[src/sv/dwmd_pkg.sv]
// ----------------------------------------------------------------------------
// dwmd_pkg: shared constants for the distinct window marker detector
// Field widths of the stream and configuration ports, parameter defaults and the window_length reset value.
// ----------------------------------------------------------------------------
package dwmd_pkg;

  localparam int LETTER_W = 5;   // letter field, a=0 through z=25
  localparam int IN_W     = 8;   // letter padded to a whole byte
  localparam int CFG_W    = 5;   // window_length register

  localparam int DEF_MAX_WINDOW    = 16;
  localparam int DEF_ALPHABET_SIZE = 26;
  localparam int DEF_POSITION_BITS = 24;

  localparam logic [CFG_W-1:0] WINDOW_LENGTH_RST = CFG_W'(4);

endpackage

[src/sv/distinct_window_marker_detector.sv]
// ----------------------------------------------------------------------------
// distinct_window_marker_detector
// Finds the first letter at which the last window_length letters are all
// distinct, and reports the latched flag and 1-based position per request.
// ----------------------------------------------------------------------------
// a result is registered in the output register when its request is taken, or in the skid entry while stalled
// throughput: one request per cycle while the skid entry is empty; set by the single count/ring update step
// an output register plus one skid entry keep in_tready off out_tready
// reset: synchronous, active low; letter counts, window pointer, fill level,
//   position counter and found latch clear at once, no clearing pass
module distinct_window_marker_detector #(
  parameter int MAX_WINDOW    = dwmd_pkg::DEF_MAX_WINDOW,
  parameter int ALPHABET_SIZE = dwmd_pkg::DEF_ALPHABET_SIZE,
  parameter int POSITION_BITS = dwmd_pkg::DEF_POSITION_BITS
) (
  input  logic                          clk,
  input  logic                          rst_n,
  // configuration write: window_length
  input  logic                          cfg_valid,
  output logic                          cfg_ready,
  input  logic [dwmd_pkg::CFG_W-1:0]    cfg_data,
  // input stream
  input  logic                          in_tvalid,
  output logic                          in_tready,
  input  logic [dwmd_pkg::IN_W-1:0]     in_tdata,   // [4:0] letter, rest zero
  // result stream
  output logic                          out_tvalid,
  input  logic                          out_tready,
  output logic [((POSITION_BITS+8)/8)*8-1:0] out_tdata  // [0] marker_found,
                                                       // [POSITION_BITS:1]
                                                       // marker_position
);
  import dwmd_pkg::*;

  localparam int OUT_W = ((POSITION_BITS + 8) / 8) * 8;
  localparam int WIN_W = $clog2(MAX_WINDOW + 1);
  localparam int PTR_W = $clog2(MAX_WINDOW);
  localparam int CNT_W = $clog2(MAX_WINDOW + 1);
  localparam int CMP_W = (WIN_W > CFG_W) ? WIN_W : CFG_W;
  localparam int ALPH_W = $clog2(ALPHABET_SIZE + 1);
  localparam int IDX_W = (ALPH_W > LETTER_W) ? ALPH_W : LETTER_W;

  function automatic logic [WIN_W-1:0] eff_win(input logic [CFG_W-1:0] v);
    logic [CMP_W-1:0] w;
    w = CMP_W'(v);
    if (w == '0) begin
      return WIN_W'(1);
    end else if (w > CMP_W'(MAX_WINDOW)) begin
      return WIN_W'(MAX_WINDOW);
    end else begin
      return WIN_W'(w);
    end
  endfunction

  // window state
  logic [WIN_W-1:0]         win_r;
  logic [PTR_W-1:0]         ptr_r, ptr_nxt;
  logic [WIN_W-1:0]         fill_r, fill_nxt;
  logic [CNT_W-1:0]         counts_r [ALPHABET_SIZE];
  logic [CNT_W-1:0]         counts_nxt [ALPHABET_SIZE];
  logic [LETTER_W-1:0]      ring_r [MAX_WINDOW];
  logic [POSITION_BITS-1:0] rcvd_r, rcvd_nxt;
  logic                     found_r, found_nxt;
  logic [POSITION_BITS-1:0] pos_r, pos_nxt;

  // output register and skid entry
  logic                     out_v_r, sk_v_r;
  logic [OUT_W-1:0]         out_d_r, sk_d_r;

  logic                     in_fire, out_fire, cfg_fire;
  logic [LETTER_W-1:0]      letter;
  logic                     letter_ok;
  logic                     full, full_nxt;
  logic [LETTER_W-1:0]      old_letter;
  logic [ALPHABET_SIZE-1:0] dup;
  logic                     distinct;
  logic [OUT_W-1:0]         result;

  assign cfg_ready = 1'b1;
  assign cfg_fire  = cfg_valid & cfg_ready;
  assign in_tready = ~sk_v_r;
  assign in_fire   = in_tvalid & in_tready;
  assign out_fire  = out_v_r & out_tready;
  assign out_tvalid = out_v_r;
  assign out_tdata  = out_d_r;

  assign letter     = in_tdata[LETTER_W-1:0];
  assign letter_ok  = IDX_W'(letter) < IDX_W'(ALPHABET_SIZE);
  assign full       = fill_r >= win_r;
  assign old_letter = ring_r[ptr_r];

  // one lane per letter: drop the letter leaving the window, add the new one
  always_comb begin
    logic hit_new;
    logic hit_old;
    for (int i = 0; i < ALPHABET_SIZE; i++) begin
      hit_new = letter_ok && (IDX_W'(letter) == IDX_W'(i));
      hit_old = letter_ok && full && (IDX_W'(old_letter) == IDX_W'(i)) &&
                (counts_r[i] != '0);
      counts_nxt[i] = counts_r[i] + CNT_W'(hit_new) - CNT_W'(hit_old);
      dup[i]        = counts_nxt[i] > CNT_W'(1);
    end
  end

  always_comb begin
    fill_nxt  = full ? fill_r : fill_r + WIN_W'(1);
    full_nxt  = fill_nxt >= win_r;
    ptr_nxt   = ((WIN_W'(ptr_r) + WIN_W'(1)) >= win_r) ? '0 : ptr_r + PTR_W'(1);
    rcvd_nxt  = (rcvd_r == '1) ? rcvd_r : rcvd_r + POSITION_BITS'(1);
    distinct  = full_nxt & ~(|dup);
    found_nxt = found_r;
    pos_nxt   = pos_r;
    if (letter_ok && !found_r && distinct) begin
      found_nxt = 1'b1;
      pos_nxt   = rcvd_nxt;
    end
    result = OUT_W'({pos_nxt, found_nxt});
  end

  always_ff @(posedge clk) begin
    if (!rst_n) begin
      win_r   <= eff_win(WINDOW_LENGTH_RST);
      ptr_r   <= '0;
      fill_r  <= '0;
      rcvd_r  <= '0;
      found_r <= 1'b0;
      pos_r   <= '0;
      for (int i = 0; i < ALPHABET_SIZE; i++) begin
        counts_r[i] <= '0;
      end
    end else if (cfg_fire) begin
      // new window length restarts the window, keeps the latched marker
      win_r  <= eff_win(cfg_data);
      ptr_r  <= '0;
      fill_r <= '0;
      for (int i = 0; i < ALPHABET_SIZE; i++) begin
        counts_r[i] <= '0;
      end
    end else if (in_fire && letter_ok) begin
      ptr_r   <= ptr_nxt;
      fill_r  <= fill_nxt;
      rcvd_r  <= rcvd_nxt;
      found_r <= found_nxt;
      pos_r   <= pos_nxt;
      for (int i = 0; i < ALPHABET_SIZE; i++) begin
        counts_r[i] <= counts_nxt[i];
      end
    end
  end

  always_ff @(posedge clk) begin
    if (in_fire && letter_ok && !cfg_fire) begin
      ring_r[ptr_r] <= letter;
    end
  end

  always_ff @(posedge clk) begin
    if (!rst_n) begin
      out_v_r <= 1'b0;
      sk_v_r  <= 1'b0;
    end else if (sk_v_r) begin
      if (out_fire) begin
        out_v_r <= 1'b1;
        sk_v_r  <= 1'b0;
      end
    end else if (in_fire) begin
      if (!out_v_r || out_fire) begin
        out_v_r <= 1'b1;
      end else begin
        sk_v_r <= 1'b1;
      end
    end else if (out_fire) begin
      out_v_r <= 1'b0;
    end
  end

  always_ff @(posedge clk) begin
    if (sk_v_r) begin
      if (out_fire) begin
        out_d_r <= sk_d_r;
      end
    end else if (in_fire) begin
      if (!out_v_r || out_fire) begin
        out_d_r <= result;
      end else begin
        sk_d_r <= result;
      end
    end
  end

endmodule

[config.mk]
export PLATFORM = sky130hd
export DESIGN_NAME = distinct_window_marker_detector
export DESIGN_NICKNAME = d
export VERILOG_FILES = /design/src/sv/dwmd_pkg.sv /design/src/sv/distinct_window_marker_detector.sv
export SDC_FILE = /design/constraint.sdc
export NUM_CORES = 1
export LEC_CHECK = 0
export BUFFER_PORTS_ARGS = -buffer_cell sky130_fd_sc_hd__buf_2
export CORE_MARGIN = 5
export CORE_UTILIZATION = 50
export DETAILED_ROUTE_END_ITERATION = 10
export PLACE_DENSITY = 0.66
export SLEW_MARGIN = 0
export SYNTH_ARGS = -nofsm -noshare
export SYNTH_HDL_FRONTEND = slang
export SYNTH_SLANG_ARGS = --single-unit
[constraint.sdc]
create_clock -name clk -period 6.2 [get_ports clk]
set_input_delay 0.31 -clock clk [delete_from_list [all_inputs] [get_ports clk]]
set_output_delay 0.31 -clock clk [all_outputs]
set_load 0.01 [all_outputs]
After elaboration in Yosys (flattened, before gate mapping) --
Memories as Yosys holds them, arrays and structs flattened. A register that Yosys moved wholly into a read port is not among the register bits. Cells that the tools add are included.
Word-level totals: memories 2, RAM bits 210, flip-flop bits (word level) 122, word-level logic and storage cells 421, output and inout port bits 35, bits of input ports 18
Cells by class: reductions and logical operators 125, add/subtract/negate cells 56, equality and inequality tests 53, $lt $le $gt $ge 31, multiplexer cells 84, bitwise operators 60
Memory list:
- counts_r | words 26, bits a word 5, read ports 26, clocked after Yosys merged registers in 0, write ports 26, RTL line distinct_window_marker_detector.sv:59 | logic [CNT_W-1:0] counts_r [ALPHABET_SIZE];
- ring_r | words 16, bits a word 5, read ports 1, clocked after Yosys merged registers in 1, write ports 1, RTL line distinct_window_marker_detector.sv:61 | logic [LETTER_W-1:0] ring_r [MAX_WINDOW];
Operator list (count):
- 2-to-1 mux 5 bit | 55
- adder 5 x 1 -> 5 bit | 26
- greater-than comparator 5 x 1 -> 1 bit, second input constant | 26
- nonzero test 5 bit | 26
- subtractor 5 x 1 -> 5 bit | 26
- 2-to-1 mux 32 bit | 4
- equality test 5 bit, second input constant | 20
- logical AND 1 bit | 83
- equality test 5 x 4 -> 1 bit, second input constant | 16
- OR 1 bit | 52
- 2-to-1 mux 24 bit | 2
- equality test 5 x 3 -> 1 bit, second input constant | 8
- OR reduction 26 bit | 1
- adder 24 x 1 -> 24 bit, second input constant | 1
- equality test 24 bit, second input constant | 1
- equality test 5 x 2 -> 1 bit, second input constant | 4
- 2-to-1 mux 1 bit | 20
- greater-or-equal comparator 5 bit | 3
- logical NOT 5 bit | 3
- 2-to-1 mux 4 bit | 3
- equality test 5 x 1 -> 1 bit, second input constant | 2
- AND reduction 3 bit | 3
- nonzero test 2 bit | 3
- adder 4 x 1 -> 5 bit, second input constant | 1
- 12 further kinds | 20

Depth between registers and ports, before layout --
Gate-level depths: netlist (run 1).
depth after elaboration 14, depth in mapped cells 26, gate-level depth less buffers 23

Worst setup path after synthesis (run 1) --
No wires, ideal clock.
path kind register to register, from register with a tool-made name, to register out_d_r[21], in the netlist out_tdata[21] (data pin), path buffers 3, data required time 5.940 ns, setup time 0.260 ns, arrival time 5.229 ns, stages on the path, launching flop included 21, clock period less this slack 5.489 ns, path slack 0.711 ns, cell sequence dfxtp_1 buf_2 mux4_2 mux4_2 nor3_1 nand2_1 nor3_1 ha_1 inv_1 ha_1 inv_1 fa_1 or4b_1 nor3_1 nand4_1 nor4_1 and4_1 buf_2 buf_4 mux2_2 mux2_2
RTL lines:
- end signal: assignment | RTL line distinct_window_marker_detector.sv:180 | out_d_r <= sk_d_r;
- end signal: assignment | RTL line distinct_window_marker_detector.sv:184 | out_d_r <= result;
- end: declaration | RTL line distinct_window_marker_detector.sv:68 | logic [OUT_W-1:0] out_d_r, sk_d_r;

==> impl_results.md, run 1 <==
- Status: finished clean
- Max_slew headroom: 40.7%
- Global placement routability congestion: 0.877
- Syn Area/Cell: 11.2 um^2
- Buf+Inv Stages, Crit Path: 6
- I/O Pins: 53
- Vias: 12600
- Worst path max stage delay: 560 ps
- Total gr overflow: 0
- Setup crit start kind: register
- Crit path kind: register to register
- Flop pwr share: 45.0%
- Critical path's top delay family: multiplexers
- Hold Crit Class: input pin to register
- Layer with the highest usage: met2
- Worst Clk Skew: between 20 and 25 ps
- GR Util met3: 2.81%
- IO buf count: 41
- Worst vdd ir: 0.253 mV
- Logic pwr share: 14.5%
- Total CTS buffers: 37
- Placed Cells: 2227
- Area Overhead vs Synth: 12.0%
- DP HPWL: 29800 um
- First DRT Iteration DRCs: 812
- Switching Fraction: 25.9%
- Fmax: 170 MHz
- CTS root buf: clkbuf_16
- Critical Path RT: 6500 ps
- Clk pwr share: between 40% and 50%
- Final net count: 1980
- Die area: 42300 um^2
- Critical path capture point type: register
- Register area share after synthesis: between 40% and 50%
- Clock Pin Slew Worst Setup and Hold Paths: 60 ps
- Count leader, synth: edfxtp_1
- Syn Inst Count: 1704
- DR DRC count: 0
- Shortest period the worst path allows: 5880 ps
- Final hold vios: 0
- Worst-margin pin slew: 883 ps
- Area fraction of the dominant cell type after synthesis: roughly two fifths
- Initial DRT Pass Iterations: 5
- Met1 GRT Util: between 20% and 30%
- Top cell type by total area after synthesis: edfxtp_1
- Layout cell share with drive strength beyond 1: around 14%
- Worst Path Arrival: 6180 ps
- CP max FO: 11
- Final setup margin: 321 ps
- Routed vias/inst: 5.47
- Routed Antenna Nets: 0
- Sinks on Clock Net: around 330
- Antenna violations before repair: 1
- DIE HEIGHT: 206 um
- Post-synth top cells: edfxtp_1, inv_1, ha_1
- CP cell instances: buf_12 -> buf_12 -> mux4_2 -> mux4_2 -> nor2b_4 -> nand2_4 -> a311oi_1 -> ha_1 -> inv_1 -> ha_1 -> inv_1 -> fa_1 -> nand2b_1 -> a21oi_1 -> xnor2_1 -> nand4_1 -> nor4_2 -> buf_4 -> and4_4 -> clkbuf_16 -> mux2_2 -> mux2_2
- Leakage power: 8.51 nW
- Number of global-route vias before repair: ~13000
- Clk Latency, worst-skew pair: 560 ps
- Post-DR wirelength/cell: 18.6 um
- Starting Density: 50.8%
- Fin crit share: 94.8%
- Slowest-stage cell, CP: mux4_2
- NetSw: roughly 0.0015 W
- CTS tree: built
- Ys Warns: 0
- CORE AREA: approximately 38000 um^2
- Max Cap Viol: 0
- Final setup viols: 0
- H-tree Lvls: 2
- EDFF count, synth: 255
- Fin. max-slew vios: 0
- Global-route wire length before repair: roughly 68000 um
- DRT Wirelength: ~43000 um
- Die X: 206 um
- Pre-CTS setup slack: 150 ps
- Internal power: around 0.0042 W
- Met2 usage: 33.7%
- Post-synth cell types: 56
- Async SR Flop Fraction: 0%
- Clock Path Buffers: 3
- Post-Syn Area: about 19000 um^2
- Largest net degree at the start of global routing: 84
- Core Rows: 71
- Top cells by area, synth: edfxtp_1, ha_1, dfxtp_1
- Post-Layout Cell Count: approximately 2300
- GRT Total Usage: roughly 20%
- Prevailing post-synth register cell: edfxtp_1
- Ant. Diodes: 0
- Yosys reg bits: 329
- PwrDens: 261 nW/um^2
-- sequential cells by signal (all words and copies together) (netlist names), named ones only --
signal and flops:
counts_r 130, fill_r 5, found_r 1, out_tdata 25
out_tvalid 1, pos_r 24, ptr_r 4, rcvd_r 24
ring_r 80, sk_d_r 25, sk_v_r 1, win_r 5
-- worst reg2reg max path: cells and delay by family, from the launching register on --
family / cells / cell delay (ps)
compound gates: 2 / 450
xor+xnor: 1 / 170
fa+ha+maj: 3 / 860
flops: 1 / 360
simple gates: 6 / 1250
mux: 4 / 1710
buf+inv: 6 / 820
-- power by group through the flow --
stage               combinational, W  sequential [W]  clock, W
floorplan                   0.000546         0.00256         0
global placement            0.000780         0.00257         0
detailed placement          0.000797         0.00257         0
CTS                         0.000806         0.00252   0.00233
global route                0.000892         0.00253   0.00244
finish                      0.000810         0.00252   0.00227
-- cell usage in the layout, fill, tap and decap left out, drive strengths merged, types with 10 or more instances in the layout --
| cell | synthesis | layout |
|---|---|---|
| edfxtp | 255 | 255 |
| inv | 186 | 187 |
| ha | 177 | 177 |
| nor2 | 167 | 167 |
| xnor2 | 116 | 116 |
| nand2 | 82 | 82 |
| buf | 24 | 75 |
| dfxtp | 74 | 74 |
| a21oi | 59 | 59 |
| mux2 | 51 | 51 |
| clkbuf | 44 | 51 |
| nor3 | 45 | 45 |
| nand4 | 44 | 44 |
| and3 | 42 | 42 |
| xor2 | 38 | 38 |
| a21o | 30 | 30 |
| and2 | 26 | 26 |
| nand2b | 26 | 26 |
| o21ai | 26 | 26 |
| fa | 26 | 26 |
| mux4 | 25 | 25 |
| nor4b | 23 | 23 |
| nor2b | 23 | 23 |
| nand3 | 16 | 16 |
| o21bai | 13 | 13 |
| clkinv | 0 | 10 |
-- per-stage QoR --
step                      power [W]  util, %  area, um^2  setup TNS, ps  hold slack [ps]
after floorplan             0.00311        -       19200              0              409
after global placement      0.00335     53.1       20000              0              441
after detailed placement    0.00337     53.1       20000              0              448
after CTS                   0.00566     56.4       21300              0             5.37
after global routing        0.00586     56.8       21500          -9.50             57.8
final                       0.00561     56.8       21500              0             36.5
-- final timing paths --
path                   from      endpoint  slack [ps]  cells after the start
setup / recovery   register  out_tdata[1]         320                     22
hold / removal    in_tvalid        sk_v_r          40                      3
hold reg to reg    pos_r[0]      pos_r[0]         450                      2
setup reg to reg   register  out_tdata[1]         320                     22
-- per-layer routing --
metal  part of all wire [%]  wire length [um]
met1                     45             19200
met2                     48             20500
met3                    4.7              2010
met4                    2.5              1080
met5                      0                 0
-- layout make-up --
class | count | area [um^2]
well taps | 511 | 639
fillers | 3127 | 16300
inverters | 186 | 698
clock inverters | 19 | 256
multi-input cells | 1127 | 9140
clock buffers | 49 | 1000
flip-flops and latches | 329 | 9140
repair buffers | 78 | 586
-- what timing repair did --
action | CTS | global route
resized for setup | 0 | 24
buffers inserted | 0 | 1
endpoints found under the setup margin | 0 | 60
hold endpoints to repair | 1 | 0
hold buffers | 1 | 0
-- logic make-up after synthesis --
kind of cell / count (synthesis) / share of synthesized area, %
other: 2 / 0.0392
buffers and inverters: 254 / 5.34
adder cells (fa/ha/maj): 203 / 14.3
AO/OA/AOI/OAI: 150 / 4.91
XOR/XNOR: 155 / 7.16
flip-flops: 329 / 47.7
multiplexers: 84 / 6.41
AND/OR/NAND/NOR: 527 / 14.2
Note: power is estimated with default switching activity, not from simulation.
==> run 2: changes to the inputs <==
--- a/config.mk
+++ b/config.mk
@@ -8,6 +8,7 @@
 export BUFFER_PORTS_ARGS = -buffer_cell sky130_fd_sc_hd__buf_2
 export CORE_MARGIN = 5
 export CORE_UTILIZATION = 50
+export CTS_BUF_LIST = sky130_fd_sc_hd__clkbuf_8
 export DETAILED_ROUTE_END_ITERATION = 10
 export PLACE_DENSITY = 0.66
 export SLEW_MARGIN = 0
==> run 2 against run 1 <==
Clock power shrank 15%. First-iteration DRC count increased by 13%. Critical endpoint is now out_tdata[7]. Register-to-register slack got worse by 20 ps. Critical path depth fell by 2. Setup slack worse by 16 ps. Critical path type unchanged. Utilization fell by 0.27 points. Total power decreased by 6.2%. Sequential power about the same.
==> impl_results.md, run 2 (synthesized netlist as in run 1, its figures left out) <==
- Total CTS buffers: 56
- Worst Path Arrival: 6280 ps
- Placed cell area: 20000 um^2
- Total gr overflow: 0
- Die X: a little over 200 um
- DIE HEIGHT: 206 um
- IO buf count: 41
- Routed vias/inst: 5.44
- Worst vdd ir: 0.195 mV
- Die area: between 40000 and 50000 um^2
- Clock Pin Slew Worst Setup and Hold Paths: 60 ps
- Ant. Diodes: 0
- Largest net degree at the start of global routing: 84
- Critical Path RT: 6580 ps
- Critical path's top delay family: multiplexers
- GRT Total Usage: 20.5%
- H-tree Lvls: 2
- Layout cell share with drive strength beyond 1: between 10% and 20%
- Clock Path Buffers: 3
- Max reg flops: 130
- Buf+Inv Stages, Crit Path: 4
- Clk Latency, worst-skew pair: 650 ps
- Routed Antenna Nets: 0
- Fin crit share: 95.1%
- Commonest cells after routing, fill and taps aside: edfxtp_1, inv_1, ha_1
- Final setup viols: 0
- Placed Cells: 2227
- CP max FO: 20
- CORE AREA: roughly 38000 um^2
- Core Rows: 71
- PwrDens: 246 nW/um^2
- CTS root buf: clkbuf_8
- Leakage power: 8.56 nW
- Critical path capture point type: register
- Worst path max stage delay: 620 ps
- Initial DRT Pass Iterations: 5
- Fmax: 170 MHz
- Slowest-stage cell, CP: dfxtp_1
- Most common cell after layout, fill and taps aside: edfxtp_1
- Worst Clk Skew: 42.2 ps
- CP cell instances: buf_4 -> mux4_2 -> mux4_2 -> nor2b_4 -> nand2_4 -> a311oi_1 -> ha_1 -> inv_1 -> ha_1 -> inv_1 -> fa_1 -> xor2_1 -> nand4_1 -> nor3_2 -> nand3_1 -> nor4_2 -> and4_4 -> buf_12 -> mux2_2 -> mux2_2
- Number of global-route vias before repair: 13000
- Max Cap Viol: 0
- DRT Wirelength: 42700 um
- Starting Density: 50.8%
- Global placement routability congestion: between 0.8 and 0.9
- Final Instance Area: roughly 21000 um^2
- DP HPWL: approximately 30000 um
- DR DRC count: 0
- Top flop regs: counts_r x130, ring_r x80
- Shortest period the worst path allows: a little under 6000 ps
- Worst-margin pin slew: a little under 900 ps
- Vias: 12700
- Post-Layout Cell Count: roughly 2300
- Final setup margin: 304 ps
- Crit path kind: register to register
- Global-route wire length before repair: 68400 um
- Fin. max-slew vios: 0
- Hold Crit Class: input pin to register
- Postcts setup bufs: 0
- Final hold vios: 0
- Status: finished clean
- CTS tree: built
- First DRT Iteration DRCs: 915
- Final net count: 2005
- Largest Register: counts_r
- Sinks on Clock Net: about 330
- Max_slew headroom: 40.1%
- Area Overhead vs Synth: 11.4%
- Pre-CTS setup slack: roughly 150 ps
- Antenna violations before repair: 1
- Post-DR wirelength/cell: approximately 18 um
- RSZ-0062 raised after global routing: yes
- Setup crit start kind: register
- Overall power: 0.00526 W
- I/O Pins: 53
==> run 2: cell types whose count changed in the layout (fill, tap and decap cells not counted), sizes merged <==
| cell | previous run | this run |
|---|---|---|
| inv | 187 | 204 |
| clkinvlp | 3 | 1 |
| clkinv | 10 | 21 |
| dlygate4sd3 | 1 | 9 |
| clkbuf | 51 | 66 |
| bufinv | 5 | 1 |
| buf | 75 | 74 |
==> run 2: final timing paths <==
check	start	end	slack [ps]	depth (start not counted)
min reg2reg	pos_r[0]	pos_r[0]	450	2
max reg2reg	register	out_tdata[7]	300	20
max	register	out_tdata[7]	300	20
min	out_tready	out_tvalid	70	4
==> run 2: cell type report <==
type	count	area [um^2]
inverters	186	698
flip-flops and latches	329	9140
fillers	3149	16400
clock buffers	65	895
repair buffers	84	633
clock inverters	41	223
multi-input cells	1127	9130
well taps	511	639
==> run 2: per-stage QoR <==
stage | hold WS (ps) | utilization, % | setup TNS [ps]
5_1_grt | 83.5 | 56.6 | -85.6
3_3_place_gp | 441 | 53.1 | 0
4_1_cts | 7.85 | 56.3 | 0
3_5_place_dp | 448 | 53.1 | 0
2_1_floorplan | 409 | - | 0
6_report | 71.2 | 56.6 | 0
==> run 2: layer usage <==
metal | global-route usage, % | up-vias | part of all wire, % | routed length (um)
met2 | 33.9 | 314 | 48 | 20400
li1 | - | 6107 | - | -
met4 | 6.49 | 0 | 2.5 | 1080
met3 | 2.92 | 75 | 5.2 | 2220
met1 | 28.0 | 6243 | 44 | 19000
met5 | 0 | - | 0 | 0
==> run 2: where the power goes <==
group	internal (W)	leakage (nW)	total, W	switching (W)
sequential	0.00247	3.20	0.00252	0.0000555
combinational	0.000328	4.72	0.000814	0.000486
clock	0.00101	0.643	0.00192	0.000917
total	0.00380	8.56	0.00526	0.00146
==> run 2: timing repair <==
action | in CTS | in global routing
endpoints found under the setup margin | 0 | 52
hold endpoints to repair | 6 | 0
hold buffers | 9 | 0
resized for setup | 0 | 22
==> run 2: worst min-delay path: stages <==
cell and delay (ps):
buf_2 100, inv_1 30, o21ai_0 130, a21boi_0 80
==> run 3: changes to the inputs <==
--- a/config.mk
+++ b/config.mk
@@ -5,10 +5,13 @@
 export SDC_FILE = /design/constraint.sdc
 export NUM_CORES = 1
 export LEC_CHECK = 0
+export ABC_AREA = 1
 export BUFFER_PORTS_ARGS = -buffer_cell sky130_fd_sc_hd__buf_2
+export CAP_MARGIN = 20
 export CORE_MARGIN = 5
 export CORE_UTILIZATION = 50
 export CTS_BUF_LIST = sky130_fd_sc_hd__clkbuf_8
+export CTS_CLUSTER_SIZE = 16
 export DETAILED_ROUTE_END_ITERATION = 10
 export PLACE_DENSITY = 0.66
 export SLEW_MARGIN = 0
==> run 3 against run 2 <==
First-iteration DRC count increased by 8.9%. Hold slack improved by 93 ps. Non-clock buffer count decreased by 5. Register-to-register slack improved by 220 ps. Routed wire length increased by 12%. Clock skew increased by 9.3 ps. Die area increased by 6.7%. Largest power group unchanged. Highest routed layer unchanged.
==> impl_results.md, run 3 <==
- Die area: 45200 um^2
- Prevailing post-synth register cell: edfxtp_1
- Async SR Flop Fraction: 0%
- IO buf count: 41
- Post-synth cell types: 42
- Final hold vios: 0
- Most common cell after layout, fill and taps aside: nand2_1
- Final net count: 2767
- Ys Warns: 0
- Area Overhead vs Synth: 9.79%
- Fill count: ~3800
- NetSw: 0.00161 W
- R2R depth: 27
- Hold Path Depth: 1
- Register area share after synthesis: ~45%
- Global-route wire length before repair: roughly 78000 um
- Critical path capture point type: register
- DRT Wirelength: 47800 um
- Worst Clk Skew: 51.5 ps
- Status: finished clean
- Total CTS buffers: 57
- CTS tree: built
- Internal power: 0.00378 W
- GRT Total Usage: 21.4%
- Number of global-route vias before repair: 16300
- Core Rows: 74
- Fmax: ~180 MHz
- Hold Crit Class: input pin to register
- Fin. max-slew vios: 0
- Worst vdd ir: 0.208 mV
- Critical Path RT: approximately 6700 ps
- CORE AREA: 40700 um^2
- Global placement routability congestion: 0.919
- Clk Latency, worst-skew pair: 660 ps
- Initial DRT Pass Iterations: 7
- Clock Path Buffers: 3
- CTS root buf: clkbuf_8
- Starting Density: 50.4%
- Setup crit start kind: register
- Commonest cells after routing, fill and taps aside: nand2_1, inv_1, nor2_1
- DIE HEIGHT: 213 um
- Max Cap Viol: 0
- Post-DR wirelength/cell: 15.3 um
- Top cell type by total area after synthesis: edfxtp_1
- Antenna violations before repair: 0
- Top cells by area, synth: edfxtp_1, ha_1, nand2_1
- Clk pwr share: between 30% and 40%
- Total gr overflow: 0
- DR DRC count: 0
- Storage cell area: 9140 um^2
- Crit path kind: register to register
- Area fraction of the dominant cell type after synthesis: a little under two fifths
- Routed Antenna Nets: 0
- I/O Pins: 53
- Final setup viols: 0
- Ant. Diodes: 0
- PwrDens: 240 nW/um^2
- Leakage power: 10.2 nW
- Setup_tns: 0 ps
- CP max FO: 27
- Max reg flops: 130
- Worst hold margin: ~160 ps
- Sinks on Clock Net: 329
- Syn Inst Count: 2462
- Shortest period the worst path allows: 5670 ps
- EDFF count, synth: about 260
- Final Util: 55.3%
- Critical path's top delay family: simple AND/OR/NAND/NOR gates
- RSZ-0062 raised after global routing: no
- Syn Area/Cell: 8.34 um^2
- Post-Syn Area: 20500 um^2
- Post-synth top cells: nand2_1, inv_1, nor2_1
- Slowest-stage cell, CP: dfxtp_1
- DP HPWL: 33900 um
- Worst path max stage delay: 500 ps
- Largest net degree at the start of global routing: 76
- Layout cell share with drive strength beyond 1: 6.69%
- Logic pwr share: 18.1%
- Multi-input logic area: roughly 9400 um^2
- Routed vias/inst: just over 5
- Flop pwr share: approximately 47%
- Largest Register: counts_r
- Top flop regs: counts_r x130, ring_r x80
- Worst Path Arrival: 6160 ps
- Die X: 213 um
- First DRT Iteration DRCs: between 900 and 1000
- H-tree Lvls: 2
- Critical path's most frequent cell: nand2_1
- Clock Pin Slew Worst Setup and Hold Paths: roughly 60 ps
- Fin crit share: 91.5%
- Switching Fraction: 29.9%
- Worst-margin pin slew: 1080 ps
- Vias: 16200
- Max_slew headroom: 27.7%
- Critical Path Stages: 27
- Yosys reg bits: roughly 330
- Buf+Inv Stages, Crit Path: 4
- Count leader, synth: nand2_1
run 3: repair_timing:
item,in CTS,in global routing
setup buffers,0,0
hold endpoints to repair,8,0
gates resized for setup,0,1
endpoints found under the setup margin,0,2
hold buffers,15,0
run 3: metal layers:
layer / wire (um) / part of all wire, % / track usage [%] / up-vias
met5: 0 / 0 / 0 / -
met4: 1200 / 2.5 / 6.20 / 0
met3: 2550 / 5.3 / 3.95 / 84
met2: 23000 / 48 / 37.1 / 365
met1: 21100 / 44 / 27.4 / 7613
li1: - / - / - / 8137
run 3: cell families after synthesis:
family / share of synthesized area (%)
XOR/XNOR: 2.01
flip-flops: 44.5
other: 0.0366
AO/OA/AOI/OAI: 6.46
adder cells (fa/ha/maj): 13.3
buffers and inverters: 9.71
AND/OR/NAND/NOR: 23.9
run 3: worst paths after layout:
check	start	to	slack [ps]
setup reg to reg	register	out_tdata[15]	530
hold reg to reg	pos_r[0]	pos_r[0]	450
setup / recovery	register	out_tdata[15]	530
hold / removal	in_tdata[0]	ring_r[5][0]	160
run 3: final cells by class:
cell class,instances,area share [%]
Multi-Input combinational cell,1636,41.9
Clock inverter,33,0.678
Sequential cell,329,40.6
Inverter,443,7.39
Tap cell,532,2.95
Clock buffer,67,4.09
Timing Repair Buffer,79,2.43
run 3: power by group through the flow:
| stage | Combinational [W] | Clock [W] | Sequential [W] |
|---|---|---|---|
| 6_report | 0.000977 | 0.00189 | 0.00253 |
| 2_1_floorplan | 0.000695 | 0 | 0.00257 |
| 3_3_place_gp | 0.000929 | 0 | 0.00257 |
| 4_1_cts | 0.000975 | 0.00194 | 0.00253 |
| 3_5_place_dp | 0.000961 | 0 | 0.00258 |
| 5_1_grt | 0.00112 | 0.00203 | 0.00254 |
run 3: stage by stage:
step | setup slack, ps | instances | instance area (um^2) | power, W
2_1_floorplan | 1860 | 2468 | 20500 | 0.00326
3_3_place_gp | 597 | 3003 | 21300 | 0.00350
3_5_place_dp | 489 | 3004 | 21300 | 0.00354
4_1_cts | 416 | 3119 | 22500 | 0.00544
5_1_grt | 116 | 3119 | 22500 | 0.00570
6_report | 527 | 3119 | 22500 | 0.00540
